`src/rtl/gdef_pkg.sv`:
```
package gdef_pkg;

    // defaults and fixed codes
    localparam int          PLAYER_COUNT_DEF = 2;
    localparam logic [6:0]  DEAD_ZONE_RESET  = 7'd16;
    localparam logic [6:0]  DEAD_ZONE_MAX    = 7'd126;
    localparam logic [6:0]  STICK_MAX        = 7'd127;
    localparam logic [7:0]  STICK_CENTER     = 8'd128;
    localparam logic [7:0]  KIND_ANALOG_A    = 8'h05;
    localparam logic [7:0]  KIND_ANALOG_B    = 8'h07;
    localparam int          AXIS_COUNT       = 4;
    localparam int          DIV_STEPS        = 7;

    // controller to datapath commands
    typedef struct packed {
        logic capture;
        logic shift;
        logic prep;
        logic load;
        logic div_step;
        logic store;
        logic out_load;
    } t_cmd;

    // datapath to controller status
    typedef struct packed {
        logic analog_go;
        logic div_last;
        logic axis_last;
        logic out_free;
    } t_sts;

endpackage

```
`src/rtl/gdef_ctrl.sv`:
```
module gdef_ctrl
    import gdef_pkg::*;
(
    input  logic i_clk,
    input  logic i_rst_n,
    input  logic i_valid,
    output logic o_ready,
    input  t_sts i_sts,
    output t_cmd o_cmd
);

    typedef enum logic [2:0] {
        S_IDLE,
        S_SHIFT,
        S_PREP,
        S_LOAD,
        S_DIV,
        S_STORE,
        S_FIN
    } t_state;

    t_state r_state;

    assign o_ready = (r_state == S_IDLE);

    // command decode
    always_comb begin
        o_cmd          = '0;
        o_cmd.capture  = (r_state == S_IDLE) && i_valid;
        o_cmd.shift    = (r_state == S_SHIFT);
        o_cmd.prep     = (r_state == S_PREP);
        o_cmd.load     = (r_state == S_LOAD);
        o_cmd.div_step = (r_state == S_DIV);
        o_cmd.store    = (r_state == S_STORE);
        o_cmd.out_load = (r_state == S_FIN) && i_sts.out_free;
    end

    // state register
    always_ff @(posedge i_clk) begin
        if (!i_rst_n) begin
            r_state <= S_IDLE;
        end else begin
            case (r_state)
                S_IDLE: begin
                    if (i_valid) r_state <= S_SHIFT;
                end
                S_SHIFT: begin
                    r_state <= i_sts.analog_go ? S_PREP : S_FIN;
                end
                S_PREP: begin
                    r_state <= S_LOAD;
                end
                S_LOAD: begin
                    r_state <= S_DIV;
                end
                S_DIV: begin
                    if (i_sts.div_last) r_state <= S_STORE;
                end
                S_STORE: begin
                    r_state <= i_sts.axis_last ? S_FIN : S_PREP;
                end
                S_FIN: begin
                    if (i_sts.out_free) r_state <= S_IDLE;
                end
                default: begin
                    r_state <= S_IDLE;
                end
            endcase
        end
    end

endmodule

```
`src/rtl/gdef_dp.sv`:
```
module gdef_dp
    import gdef_pkg::*;
#(
    parameter int PLAYER_COUNT = PLAYER_COUNT_DEF
) (
    input  logic              i_clk,
    input  logic              i_rst_n,
    input  t_cmd              i_cmd,
    output t_sts              o_sts,
    input  logic [6:0]        i_dead_zone,
    input  logic              i_player,
    input  logic [7:0]        i_link_status,
    input  logic [7:0]        i_pad_kind,
    input  logic [15:0]       i_raw_buttons,
    input  logic [7:0]        i_left_x_raw,
    input  logic [7:0]        i_left_y_raw,
    input  logic [7:0]        i_right_x_raw,
    input  logic [7:0]        i_right_y_raw,
    output logic              o_valid,
    input  logic              i_ready,
    output logic [15:0]       o_held_set,
    output logic [15:0]       o_pressed_set,
    output logic [15:0]       o_released_set,
    output logic signed [7:0] o_left_x,
    output logic signed [7:0] o_left_y,
    output logic signed [7:0] o_right_x,
    output logic signed [7:0] o_right_y,
    output logic signed [7:0] o_left_x_delta,
    output logic signed [7:0] o_left_y_delta,
    output logic signed [7:0] o_right_x_delta,
    output logic signed [7:0] o_right_y_delta
);

    localparam int PW = (PLAYER_COUNT > 1) ? $clog2(PLAYER_COUNT) : 1;

    // captured request
    logic        r_player;
    logic [7:0]  r_link;
    logic [7:0]  r_kind;
    logic [15:0] r_btn;
    logic [7:0]  r_raw [AXIS_COUNT];

    // per-player state
    logic [15:0] r_btn_now    [PLAYER_COUNT];
    logic [15:0] r_btn_before [PLAYER_COUNT];
    logic [7:0]  r_stk_now    [PLAYER_COUNT][AXIS_COUNT];
    logic [7:0]  r_stk_before [PLAYER_COUNT][AXIS_COUNT];

    // deadzone and divider registers
    logic [1:0]  r_axis;
    logic        r_neg;
    logic [6:0]  r_mag;
    logic [6:0]  r_rem;
    logic [6:0]  r_low;
    logic [6:0]  r_q;
    logic        r_sat;
    logic [2:0]  r_cnt;

    // output register
    logic        r_out_valid;
    logic [15:0] r_held, r_pressed, r_released;
    logic [7:0]  r_stk_out [AXIS_COUNT];
    logic [7:0]  r_dlt_out [AXIS_COUNT];

    logic          p_ok;
    logic [PW-1:0] pidx;
    logic          connected;
    logic          analog;
    logic [6:0]    span;
    logic [7:0]    raw_sel;
    logic          raw_neg;
    logic [7:0]    mag8;
    logic [7:0]    mag_sub;
    logic [6:0]    mag_clamp;
    logic [13:0]   num;
    logic [7:0]    trial;
    logic          trial_ge;
    logic [6:0]    q_fin;
    logic [7:0]    stk_val;

    assign p_ok      = (32'(r_player) < PLAYER_COUNT);
    assign pidx      = PW'(r_player);
    assign connected = (r_link == 8'd0);
    assign analog    = (r_kind == KIND_ANALOG_A) || (r_kind == KIND_ANALOG_B);
    assign span      = STICK_MAX - i_dead_zone;

    // magnitude around center, minus dead zone, clamped
    assign raw_sel   = r_raw[r_axis];
    assign raw_neg   = ~raw_sel[7];
    assign mag8      = raw_neg ? (STICK_CENTER - raw_sel) : (raw_sel - STICK_CENTER);
    assign mag_sub   = (mag8 > {1'b0, i_dead_zone}) ? (mag8 - {1'b0, i_dead_zone}) : 8'd0;
    assign mag_clamp = (mag_sub > {1'b0, STICK_MAX}) ? STICK_MAX : mag_sub[6:0];

    // mag * 127 as shift and subtract
    assign num       = {r_mag, 7'd0} - {7'd0, r_mag};

    // one restoring division step
    assign trial     = {r_rem, r_low[6]};
    assign trial_ge  = (trial >= {1'b0, span});

    // signed stick value from quotient
    assign q_fin     = r_sat ? STICK_MAX : r_q;
    assign stk_val   = r_neg ? (8'd0 - {1'b0, q_fin}) : {1'b0, q_fin};

    assign o_sts.analog_go = p_ok && connected && analog;
    assign o_sts.div_last  = (r_cnt == 3'(DIV_STEPS - 1));
    assign o_sts.axis_last = (r_axis == 2'(AXIS_COUNT - 1));
    assign o_sts.out_free  = !r_out_valid || i_ready;

    // request capture
    always_ff @(posedge i_clk) begin
        if (i_cmd.capture) begin
            r_player <= i_player;
            r_link   <= i_link_status;
            r_kind   <= i_pad_kind;
            r_btn    <= i_raw_buttons;
            r_raw[0] <= i_left_x_raw;
            r_raw[1] <= i_left_y_raw;
            r_raw[2] <= i_right_x_raw;
            r_raw[3] <= i_right_y_raw;
        end
    end

    // player state: roll to previous, then update current
    always_ff @(posedge i_clk) begin
        if (!i_rst_n) begin
            for (int p = 0; p < PLAYER_COUNT; p++) begin
                r_btn_now[p]    <= '0;
                r_btn_before[p] <= '0;
                for (int k = 0; k < AXIS_COUNT; k++) begin
                    r_stk_now[p][k]    <= '0;
                    r_stk_before[p][k] <= '0;
                end
            end
        end else begin
            if (i_cmd.shift && p_ok) begin
                r_btn_before[pidx] <= r_btn_now[pidx];
                for (int k = 0; k < AXIS_COUNT; k++) begin
                    r_stk_before[pidx][k] <= r_stk_now[pidx][k];
                end
                if (connected) r_btn_now[pidx] <= ~r_btn;
            end
            if (i_cmd.store) begin
                r_stk_now[pidx][r_axis] <= stk_val;
            end
        end
    end

    // axis walk and shared divider
    always_ff @(posedge i_clk) begin
        if (i_cmd.shift) begin
            r_axis <= '0;
        end else if (i_cmd.store) begin
            r_axis <= r_axis + 2'd1;
        end
        if (i_cmd.prep) begin
            r_neg <= raw_neg;
            r_mag <= mag_clamp;
        end
        if (i_cmd.load) begin
            r_sat <= (num >= {span, 7'd0});
            r_rem <= num[13:7];
            r_low <= num[6:0];
            r_q   <= '0;
            r_cnt <= '0;
        end else if (i_cmd.div_step) begin
            r_rem <= trial_ge ? 7'(trial - {1'b0, span}) : trial[6:0];
            r_low <= {r_low[5:0], 1'b0};
            r_q   <= {r_q[5:0], trial_ge};
            r_cnt <= r_cnt + 3'd1;
        end
    end

    // output valid
    always_ff @(posedge i_clk) begin
        if (!i_rst_n) begin
            r_out_valid <= 1'b0;
        end else if (i_cmd.out_load) begin
            r_out_valid <= 1'b1;
        end else if (i_ready) begin
            r_out_valid <= 1'b0;
        end
    end

    // output payload, zero for a player out of range
    always_ff @(posedge i_clk) begin
        if (i_cmd.out_load) begin
            if (p_ok) begin
                r_held     <= r_btn_now[pidx];
                r_pressed  <= r_btn_now[pidx] & ~r_btn_before[pidx];
                r_released <= r_btn_before[pidx] & ~r_btn_now[pidx];
                for (int k = 0; k < AXIS_COUNT; k++) begin
                    r_stk_out[k] <= r_stk_now[pidx][k];
                    r_dlt_out[k] <= r_stk_now[pidx][k] - r_stk_before[pidx][k];
                end
            end else begin
                r_held     <= '0;
                r_pressed  <= '0;
                r_released <= '0;
                for (int k = 0; k < AXIS_COUNT; k++) begin
                    r_stk_out[k] <= '0;
                    r_dlt_out[k] <= '0;
                end
            end
        end
    end

    assign o_valid         = r_out_valid;
    assign o_held_set      = r_held;
    assign o_pressed_set   = r_pressed;
    assign o_released_set  = r_released;
    assign o_left_x        = r_stk_out[0];
    assign o_left_y        = r_stk_out[1];
    assign o_right_x       = r_stk_out[2];
    assign o_right_y       = r_stk_out[3];
    assign o_left_x_delta  = r_dlt_out[0];
    assign o_left_y_delta  = r_dlt_out[1];
    assign o_right_x_delta = r_dlt_out[2];
    assign o_right_y_delta = r_dlt_out[3];

endmodule

```
`src/rtl/gamepad_deadzone_edge_filter.sv`:
```
// channel  | direction | handshake                | payload
// ---------+-----------+--------------------------+------------------------------------------
// poll     | in        | i_valid / o_ready        | player, link, kind, buttons, 4 raw sticks
// result   | out       | o_valid / i_ready        | held/pressed/released sets, sticks, deltas
// config   | in        | i_cfg_valid / o_cfg_ready| dead_zone (7 bits)
//
// a poll is accepted only in idle and runs to the end before the next is taken; for an
// analog poll from a connected pad one shared restoring divider runs 7 steps per axis over
// the four axes, any other poll goes from shift straight to fin; the result sits in an
// output register, so a stalled result only holds the block when the following poll finishes
// synchronous active-low reset clears player state, dead_zone goes to 16
module gamepad_deadzone_edge_filter
    import gdef_pkg::*;
#(
    parameter int PLAYER_COUNT = PLAYER_COUNT_DEF
) (
    input  logic              i_clk,
    input  logic              i_rst_n,
    input  logic              i_valid,
    output logic              o_ready,
    input  logic              i_player,
    input  logic [7:0]        i_link_status,
    input  logic [7:0]        i_pad_kind,
    input  logic [15:0]       i_raw_buttons,
    input  logic [7:0]        i_left_x_raw,
    input  logic [7:0]        i_left_y_raw,
    input  logic [7:0]        i_right_x_raw,
    input  logic [7:0]        i_right_y_raw,
    output logic              o_valid,
    input  logic              i_ready,
    output logic [15:0]       o_held_set,
    output logic [15:0]       o_pressed_set,
    output logic [15:0]       o_released_set,
    output logic signed [7:0] o_left_x,
    output logic signed [7:0] o_left_y,
    output logic signed [7:0] o_right_x,
    output logic signed [7:0] o_right_y,
    output logic signed [7:0] o_left_x_delta,
    output logic signed [7:0] o_left_y_delta,
    output logic signed [7:0] o_right_x_delta,
    output logic signed [7:0] o_right_y_delta,
    input  logic              i_cfg_valid,
    output logic              o_cfg_ready,
    input  logic [6:0]        i_cfg_dead_zone
);

    logic [6:0] r_dead_zone;
    t_cmd       cmd;
    t_sts       sts;

    assign o_cfg_ready = 1'b1;

    // dead zone register, top code saturates to the largest legal value
    always_ff @(posedge i_clk) begin
        if (!i_rst_n) begin
            r_dead_zone <= DEAD_ZONE_RESET;
        end else if (i_cfg_valid) begin
            r_dead_zone <= (i_cfg_dead_zone > DEAD_ZONE_MAX) ? DEAD_ZONE_MAX : i_cfg_dead_zone;
        end
    end

    // sequencer
    gdef_ctrl u_ctrl (
        .i_clk   (i_clk),
        .i_rst_n (i_rst_n),
        .i_valid (i_valid),
        .o_ready (o_ready),
        .i_sts   (sts),
        .o_cmd   (cmd)
    );

    // state, deadzone divider and result register
    gdef_dp #(
        .PLAYER_COUNT (PLAYER_COUNT)
    ) u_dp (
        .i_clk           (i_clk),
        .i_rst_n         (i_rst_n),
        .i_cmd           (cmd),
        .o_sts           (sts),
        .i_dead_zone     (r_dead_zone),
        .i_player        (i_player),
        .i_link_status   (i_link_status),
        .i_pad_kind      (i_pad_kind),
        .i_raw_buttons   (i_raw_buttons),
        .i_left_x_raw    (i_left_x_raw),
        .i_left_y_raw    (i_left_y_raw),
        .i_right_x_raw   (i_right_x_raw),
        .i_right_y_raw   (i_right_y_raw),
        .o_valid         (o_valid),
        .i_ready         (i_ready),
        .o_held_set      (o_held_set),
        .o_pressed_set   (o_pressed_set),
        .o_released_set  (o_released_set),
        .o_left_x        (o_left_x),
        .o_left_y        (o_left_y),
        .o_right_x       (o_right_x),
        .o_right_y       (o_right_y),
        .o_left_x_delta  (o_left_x_delta),
        .o_left_y_delta  (o_left_y_delta),
        .o_right_x_delta (o_right_x_delta),
        .o_right_y_delta (o_right_y_delta)
    );

endmodule

```
`config.mk`:
```
export PLATFORM = sky130hd
export DESIGN_NAME = gamepad_deadzone_edge_filter
export DESIGN_NICKNAME = d
export VERILOG_FILES = /design/src/rtl/gdef_pkg.sv /design/src/rtl/gdef_ctrl.sv /design/src/rtl/gdef_dp.sv /design/src/rtl/gamepad_deadzone_edge_filter.sv
export SDC_FILE = /design/constraint.sdc
export NUM_CORES = 1
export LEC_CHECK = 0
export ABC_AREA = 1
export BUFFER_PORTS_ARGS = -buffer_cell sky130_fd_sc_hd__buf_2
export CELL_PAD_IN_SITES_DETAIL_PLACEMENT = 1
export CELL_PAD_IN_SITES_GLOBAL_PLACEMENT = 2
export CORE_MARGIN = 8
export CORE_UTILIZATION = 41
export CTS_BUF_LIST = sky130_fd_sc_hd__clkbuf_8
export DETAILED_ROUTE_END_ITERATION = 7
export PLACE_DENSITY = 0.84
export SLEW_MARGIN = 20
export SYNTH_ARGS = -nofsm -noshare
export SYNTH_HDL_FRONTEND = slang
export SYNTH_SLANG_ARGS = --single-unit
```
`constraint.sdc`:
```
create_clock -name i_clk -period 7.4 [get_ports i_clk]
set_input_delay 0.74 -clock i_clk [delete_from_list [all_inputs] [get_ports i_clk]]
set_output_delay 0.74 -clock i_clk [all_outputs]
set_load 0.02 [all_outputs]
```
==> impl_metrics.toml, run 1 <==
[cells_and_area]
layout.cells.non_filler = 2513
fillers = 4866
syn2layout_area_growth_pct = 15.7
layout.area.seq_sq_um = 12300
post-route-util_pct = 48.1
final_nets = 2009
multiInputGateArea_sq_um = 4940
layout-drive-gt1-share_pct = 16.9
antenna_cells = 0

[worst_hold_path]
worstHoldStart = "i_raw_buttons[12]"
min_path_type = "in -> reg"

[cts]
clock_latency_ns = 0.63
cts_resized = 0
cts_setup_buffers = 0
cts_sinks = 417
path_clk_slew_ns = 0.07
cts_buffers = 72
clock-root-buffer = "clkbuf_8"
htreeDepth = 3
postCtsHoldBufs = 0
clock_path_buffers = 3
cts_tree = "done"

[logic_synthesis]
synth_commonest_cells = "edfxtp_1, inv_1, nor2_1"
syn_area_sq_um = 18400
ys_seq_area_share_pct = 66.7
synth_top_area_share_pct = 63.9
ys_types = 43
ys_async_sr_fraction_pct = 0
ys_ff_latch = 417
yosysWarnings = 0
synthesis.nets = 1781
synth_edf_count = 391
ys.flop_type = "edfxtp_1"
yosysMostFrequentCell = "edfxtp_1"
synthTopCellsByArea = "edfxtp_1, inv_1, nor2_1"
synth.avg_cell_area_sq_um = 11.2
synthCells = 1640
yosys.area.top_type = "edfxtp_1"

[global_routing]
grt_first_pass_wirelength_mm = 68.8
grt_max_degree = 80
grt-busiest-layer = "met2"
grt_pass1_vias = 13000
use_met1_pct = 19.2
groute.layer.met2.usage_pct = 29.0
grt_antenna_before_repair = 0
grt_use_met3_pct = 3.86
grt_overflow = 0
grt_usage_pct = 16.4

[floorplan]
die_area_sq_um = 51900
start_util_pct = 41.6
die_w_microns = 228
fp.dieH_microns = 228
boundaryPins = 192
core_sq_um = 44200
rows = 77

[routing]
finalWirelength_mm = 42.6
drt-initial-drc-count = 559
ant_nets = 0
vias = 12000
first_pass_iters = 4
routed_via_density = 4.79
wl_per_cell_microns = 16.9
drc = 0

[timing]
tightest_slew_ns = 0.955
finalSetupViolations = 0
skew_ns = 0.0211
fin_hold_ws_ns = 0.289
final_max_slew_viol_count = 0
rsz0062_at_grt = "no"
setup_tns_ns = 0
finalCritPeriodShare_pct = 48.6
period_minus_slack_ns = 3.60
finalHoldViolations = 0
relSlewSlack_pct = 35.7
max_freq_mhz = 278

[place]
portBuffers = 189
dp_cells = 2386
place_hpwl_mm = 30.5
gp_congestion = 0.795

[worst_setup_path]
r2r_slack_ns = 3.80
cp-start-kind = "register"
endpoint_kind = "register"
crit_fanout = 17
critPathKind = "reg -> reg"
required_ns = 7.77
critPathArrivalTime_ns = 3.97

[power_and_ir_drop]
power.leakage_nw = 9.09
vdd_drop_max_v = 0.000151
power.density_nw_per_um2 = 372

[job]
maxCapViolations = 0

[status]
status = "complete, no violations"
layout make-up:
| class | instances | share of cell area, % |
|---|---|---|
| clock buffer | 74 | 4.79 |
| inverter | 261 | 4.62 |
| clock inverter | 53 | 1.47 |
| timing repair buffer | 196 | 4.70 |
| sequential | 417 | 57.7 |
| multi-input combinational | 920 | 23.3 |
| tap | 592 | 3.48 |
flip-flops by register name (all words and copies together), names as in the netlist, 8 cells and up, named ones only:
signal               count
u_dp.r_btn_before       32
u_dp.r_btn              16
u_dp.r_stk_out          32
u_dp.o_pressed_set      16
u_dp.r_stk_before       64
u_dp.o_held_set         16
u_dp.r_dlt_out          32
u_dp.r_link              8
u_dp.o_released_set     16
u_dp.r_btn_now          32
u_dp.r_stk_now          64
u_dp.r_raw              32
metal layers:
| metal | share of wire (%) | routed length, microns |
|---|---|---|
| met5 | 0 | 0 |
| met4 | 2.4 | 1030 |
| met3 | 4.5 | 1930 |
| met2 | 51 | 21700 |
| met1 | 42 | 17900 |
worst max-delay path: stages (launching register included):
cell     delay (ns)
dfxtp_1        0.74
inv_4          0.19
nand2_1        0.10
nand3_1        0.06
nand2_1        0.19
ha_1           0.26
o21ai_0        0.45
inv_1          0.10
ha_1           0.31
nand2_1        0.05
o21ai_0        0.36
a21oi_1        0.17
inv_1          0.08
nand2_1        0.08
nand3_4        0.12
nand2_1        0.07
placed cells by master (no fill, tap or decap), types with 5 or more instances in the layout:
cell,instances
clkbuf_8,74
nor3_1,9
ha_1,58
inv_1,272
fa_1,6
o22ai_1,6
clkinv_2,5
nand4_1,9
xor2_1,20
clkinv_1,24
buf_4,7
xnor2_1,25
o21ai_0,127
nor2_1,253
a21oi_1,55
nand3_1,40
edfxtp_1,391
mux2i_1,21
nand2_2,14
buf_2,189
dfxtp_1,25
nand2_1,242
through the flow:
stage	worst slack (ns)	power (mW)	instance area, sq um
after CTS	3.75	8.05	21300
after floorplan	1.39	5.30	18400
after detailed placement	3.76	6.02	19900
after global placement	3.41	5.88	19900
final	3.80	7.90	21300
after global routing	3.50	8.51	21300
worst paths after layout:
kind,to,depth (start not counted)
setup / recovery,u_dp.r_mag[3],15
hold / removal,u_dp.r_btn[12],1
setup reg to reg,u_dp.r_mag[3],15
hold reg to reg,u_dp.r_cnt[2],1
where the power goes:
group	internal [mW]	total, mW	leakage (nW)	switching [mW]
clock network	1.04	1.98	0.734	0.938
registers	3.13	3.31	4.03	0.186
logic	0.894	2.61	4.32	1.72
total	5.06	7.90	9.09	2.84
cells by family after synthesis:
| family | synth area share [%] |
|---|---|
| buffers and inverters | 6.55 |
| AO/OA/AOI/OAI | 5.63 |
| multiplexers | 1.39 |
| adder cells (fa/ha/maj) | 4.60 |
| XOR/XNOR | 2.14 |
| AND/OR/NAND/NOR | 13.0 |
| other | 0.0204 |
| flip-flops | 66.7 |
No activity file was read; power rests on OpenSTA's default activity.
==> run 2, diff against run 1 <==
ABC_AREA = 0   (was 1)
CORE_UTILIZATION = 39   (was 41)
PLACE_DENSITY = 0.8   (was 0.84)
clock period = 3.2 ns   (was 7.4 ns; I/O delays follow)
==> impl_metrics.toml, run 2 <==
[global_routing]
grt_overflow = 0
grt_first_pass_wirelength_mm = 67.3
grt_max_degree = 50
grt_pass1_vias = 12600
grt_usage_pct = 15.9
grt_antenna_before_repair = 1

[routing]
first_pass_iters = 4
vias = 11200
drt-initial-drc-count = 501
routed_via_density = 4.84
wl_per_cell_microns = 18.5
ant_nets = 0
drc = 0
finalWirelength_mm = 43.0

[place]
dp_cells = 2119
place_area_sq_um = 20000
gp_congestion = 0.836
portBuffers = 189
place_hpwl_mm = 29.5

[timing]
finalHoldViolations = 0
finalSetupViolations = 0
finalCritPeriodShare_pct = 98.3
relSlewSlack_pct = 50.4
max_freq_mhz = 318
tightest_slew_ns = 0.739
setup_tns_ns = 0
skew_ns = 0.0240
final_max_slew_viol_count = 0
period_minus_slack_ns = 3.15
rsz0062_at_grt = "yes"

[cts]
cts_sinks = 417
clock_latency_ns = 0.64
clock-root-buffer = "clkbuf_8"
clock_path_buffers = 3
htreeDepth = 3
cts_tree = "done"
path_clk_slew_ns = 0.07
cts_buffers = 71

[power_and_ir_drop]
seqPwrFrac_pct = 47.6
vdd_drop_max_v = 0.000329
p_switching_mw = 3.87
combPwrFrac_pct = 19.3
power.leakage_nw = 9.12
p_int_mw = 10.0
pwr-share-clk_pct = 33.1
power.density_nw_per_um2 = 625
swShare_pct = 27.9

[cells_and_area]
final_cell_mix = "edfxtp_1, nor2_1, buf_2, inv_1, mux2i_1"
reg_top3 = "u_dp.r_stk_before x64, u_dp.r_stk_now x64"
layout.cells.non_filler = 2324
multiInputGateArea_sq_um = 5350
final_nets = 1808
syn2layout_area_growth_pct = 23.3
final_common_cell = "edfxtp_1"
stdcell_area_sq_um = 22200
fillers = 4720
layout.area.seq_sq_um = 12300
layout-drive-gt1-share_pct = 22.1

[floorplan]
rows = 78
fp.dieH_microns = 231
boundaryPins = 192
start_util_pct = 39.6
core_sq_um = 45500
die_w_microns = 231
die_area_sq_um = 53300

[logic_synthesis]
synth_commonest_cells = "edfxtp_1, nor2_1, mux2i_1"
synthCells = 1323
ys.flop_type = "edfxtp_1"
syn_area_sq_um = 18000
ys_async_sr_fraction_pct = 0
synthTopCellsByArea = "edfxtp_1, mux2i_1, nor2_1"
ys_types = 69
ys_seq_area_share_pct = 68.1
synth_edf_count = 391
yosysWarnings = 0
ys_ff_latch = 417
synthesis.nets = 1464
synth.avg_cell_area_sq_um = 13.6
yosys.area.top_type = "edfxtp_1"
yosysMostFrequentCell = "edfxtp_1"
synth_top_area_share_pct = 65.2

[status]
status = "complete, no violations"

[worst_setup_path]
required_ns = 3.58
cp-start-kind = "register"
crit_fanout = 8
endpoint_kind = "register"
critPathKind = "reg -> reg"
critPathArrivalTime_ns = 3.52

[job]
maxCapViolations = 0

[worst_hold_path]
min_path_type = "in -> reg"
run 2: timing repair:
action,CTS,global route
buffers inserted,1,4
hold endpoints to repair,71,0
hold buffers,70,0
resized for setup,6,22
endpoints found under the setup margin,6,8
pin swaps,1,12
run 2: path summary, 6_finish.rpt:
check	startpoint	endpoint	slack, ns	cells after the start
min reg2reg	u_dp.r_axis[0]	u_dp.r_axis[0]	0.53	2
min	i_cfg_dead_zone[0]	r_dead_zone[0]	0.08	4
max reg2reg	register	u_dp.r_mag[2]	0.05	12
max	register	u_dp.r_mag[2]	0.05	12
run 2: critical path: stages (launching register included):
cell and delay (ns):
dfxtp_2 0.34, buf_12 0.13, mux4_2 0.52, inv_2 0.10, ha_4 0.19, mux2_4 0.30
ha_4 0.25, nor2b_4 0.14, o2111ai_4 0.24, a31oi_2 0.13, buf_4 0.19, xnor2_4 0.25
a21oi_1 0.10
run 2: through the flow:
step | power [mW] | hold slack, ns | util [%] | worst slack [ns]
detailed placement | 9.16 | 0.498 | 44.0 | -0.0595
global route | 14.5 | 0.0707 | 48.9 | -0.0327
floorplan | 8.38 | 0.419 | - | 0.0675
finish | 13.9 | 0.0774 | 48.9 | 0.0529
global placement | 9.03 | 0.498 | 44.0 | 0.0205
CTS | 13.9 | 0.0161 | 48.6 | 0.0225
run 2: power groups by stage:
| stage | clock [mW] | combinational [mW] | sequential (mW) |
|---|---|---|---|
| after floorplan | 0 | 1.72 | 6.66 |
| after global placement | 0 | 2.34 | 6.69 |
| after detailed placement | 0 | 2.44 | 6.72 |
| after CTS | 4.74 | 2.55 | 6.61 |
| after global routing | 4.96 | 2.94 | 6.64 |
| final | 4.60 | 2.68 | 6.61 |
run 2: cell families after synthesis:
group / Yosys count / share of synthesized area (%)
AO/OA/AOI/OAI: 133 / 4.67
XOR/XNOR: 47 / 2.39
adder cells (fa/ha/maj): 64 / 4.69
buffers and inverters: 139 / 3.01
flip-flops: 417 / 68.1
multiplexers: 117 / 7.10
other: 1 / 0.0208
AND/OR/NAND/NOR: 405 / 10.1
run 2: final cells by class:
cell class / count / area share [%]
Sequential cell: 417 / 55.2
Multi-Input combinational cell: 767 / 24.1
Timing Repair Buffer: 314 / 9.61
Clock buffer: 75 / 4.65
Tap cell: 600 / 3.38
Inverter: 96 / 1.62
Clock inverter: 54 / 1.43
Antenna cell: 1 / 0.0113
run 2: metal layers:
metal / track usage, % / wire length, microns / vias up
met5: 0 / 0 / -
met4: 6.24 / 1030 / 0
met3: 3.63 / 2040 / 65
met2: 28.8 / 22500 / 232
met1: 18.0 / 17400 / 5513
li1: - / - / 5432
==> run 3, diff against run 2 <==
ABC_AREA = 1   (was 0)
CORE_UTILIZATION = 41   (was 39)
PLACE_DENSITY = 0.84   (was 0.8)
clock period = 3.18 ns   (was 3.2 ns; I/O delays follow)
==> impl_metrics.toml, run 3 (synthesis gave the netlist of run 1 again) <==
[status]
status = "complete, no violations"

[place]
portBuffers = 189
place_hpwl_mm = 30.9
gp_congestion = 0.822

[global_routing]
use_met1_pct = 19.7
groute.layer.met2.usage_pct = 31.3
grt_pass1_vias = 13800
grt_overflow = 0
grt_use_met3_pct = 4.05
grt_usage_pct = 17.3
grt-busiest-layer = "met2"
grt_max_degree = 71
grt_first_pass_wirelength_mm = 72.6
grt_antenna_before_repair = 0

[cells_and_area]
layout.area.seq_sq_um = 12300
final_nets = 2112
antenna_cells = 0
multiInputGateArea_sq_um = 4940
reg_top3 = "u_dp.r_stk_before x64, u_dp.r_stk_now x64"
final_cell_mix = "edfxtp_1, inv_1, nor2_1, nand2_1, buf_2"
fillers = 4810
layout-drive-gt1-share_pct = 17.5
final_common_cell = "edfxtp_1"
syn2layout_area_growth_pct = 21.4
post-route-util_pct = 50.4

[floorplan]
core_sq_um = 44200
die_area_sq_um = 51900
die_w_microns = 228
rows = 77
boundaryPins = 192
start_util_pct = 41.6
fp.dieH_microns = 228

[worst_setup_path]
critPathArrivalTime_ns = 3.37
required_ns = 3.54
critPathKind = "reg -> reg"
cp-start-kind = "register"
endpoint_kind = "register"
crit_fanout = 56

[power_and_ir_drop]
seqPwrFrac_pct = 40.7
p_switching_mw = 6.71
p_int_mw = 12.1
vdd_drop_max_v = 0.000380
pwr-share-clk_pct = 25.1
power.leakage_nw = 9.60
power.density_nw_per_um2 = 844
power_mw = 18.8
swShare_pct = 35.7
combPwrFrac_pct = 34.2

[routing]
wl_per_cell_microns = 17.3
drc = 0
first_pass_iters = 5
ant_nets = 0
finalWirelength_mm = 45.3
drt-initial-drc-count = 597
vias = 12500
routed_via_density = 4.77

[cts]
htreeDepth = 3
cts_tree = "done"
clock_path_buffers = 3
cts_setup_buffers = 0
clock-root-buffer = "clkbuf_8"
clock_latency_ns = 0.63
cts_sinks = 417
cts_buffers = 73
path_clk_slew_ns = 0.06

[timing]
skew_ns = 0.0242
setup_tns_ns = 0
final_max_slew_viol_count = 0
max_freq_mhz = 332
rsz0062_at_grt = "no"
relSlewSlack_pct = 39.4
tightest_slew_ns = 0.906
finalSetupViolations = 0
finalCritPeriodShare_pct = 94.6
finalHoldViolations = 0
period_minus_slack_ns = 3.01

[worst_hold_path]
min_path_type = "in -> reg"
worstHoldStart = "i_ready"

[job]
maxCapViolations = 0
run 3: metrics by stage:
| step | worst slack, ns | cells | instance area (sq um) | hold WS, ns |
|---|---|---|---|---|
| 3_3_place_gp | 0.229 | 2416 | 20200 | 0.447 |
| 2_1_floorplan | 0.537 | 1640 | 18400 | 0.412 |
| 5_1_grt | 0.00160 | 2619 | 22300 | 0.0669 |
| 4_1_cts | 0.0747 | 2619 | 22300 | 0.0219 |
| 6_report | 0.171 | 2619 | 22300 | 0.101 |
| 3_5_place_dp | 0.0938 | 2416 | 20200 | 0.449 |
run 3: what timing repair did:
action,CTS,global route
gates resized for setup,0,4
hold endpoints to repair,72,0
endpoints found under the setup margin,0,7
hold buffers,72,0
run 3: final timing paths:
| check | end | slack, ns | depth (start not counted) |
|---|---|---|---|
| worst max-delay path | u_dp.r_dlt_out[3][5] | 0.17 | 8 |
| worst max register to register | u_dp.r_dlt_out[3][5] | 0.17 | 8 |
| worst min-delay path | u_dp.o_valid | 0.10 | 4 |
| worst min register to register | u_dp.r_cnt[2] | 0.46 | 1 |
run 3: critical path, cell delays in order (launching register included):
cell     delay [ns]
dfxtp_4        0.51
o21ai_0        0.74
inv_1          0.18
ha_1           0.34
nand2_1        0.06
o21ai_0        0.46
a21oi_1        0.13
o21ai_0        0.21
xor2_1         0.08
run 3: final cells by class:
| class | count | share of cell area, % |
|---|---|---|
| multi-input combinational | 920 | 22.1 |
| clock inverter | 51 | 1.28 |
| timing repair buffer | 298 | 8.94 |
| sequential | 417 | 55.0 |
| tap | 592 | 3.32 |
| clock buffer | 80 | 4.94 |
| inverter | 261 | 4.40 |
run 3: routing by layer:
metal	wire length, microns	share of wire (%)	vias to the layer above
met4	1130	2.5	0
met2	23400	52	230
met5	0	0	-
li1	-	-	6122
met3	1960	4.3	79
met1	18800	42	6049
run 3: power by group through the flow:
stage | clock network (mW) | registers [mW] | logic [mW]
after detailed placement | 0 | 7.78 | 6.39
final | 4.73 | 7.66 | 6.43
after floorplan | 0 | 7.66 | 4.64
after global routing | 5.09 | 7.74 | 7.31
after CTS | 4.86 | 7.67 | 6.53
after global placement | 0 | 7.73 | 6.12
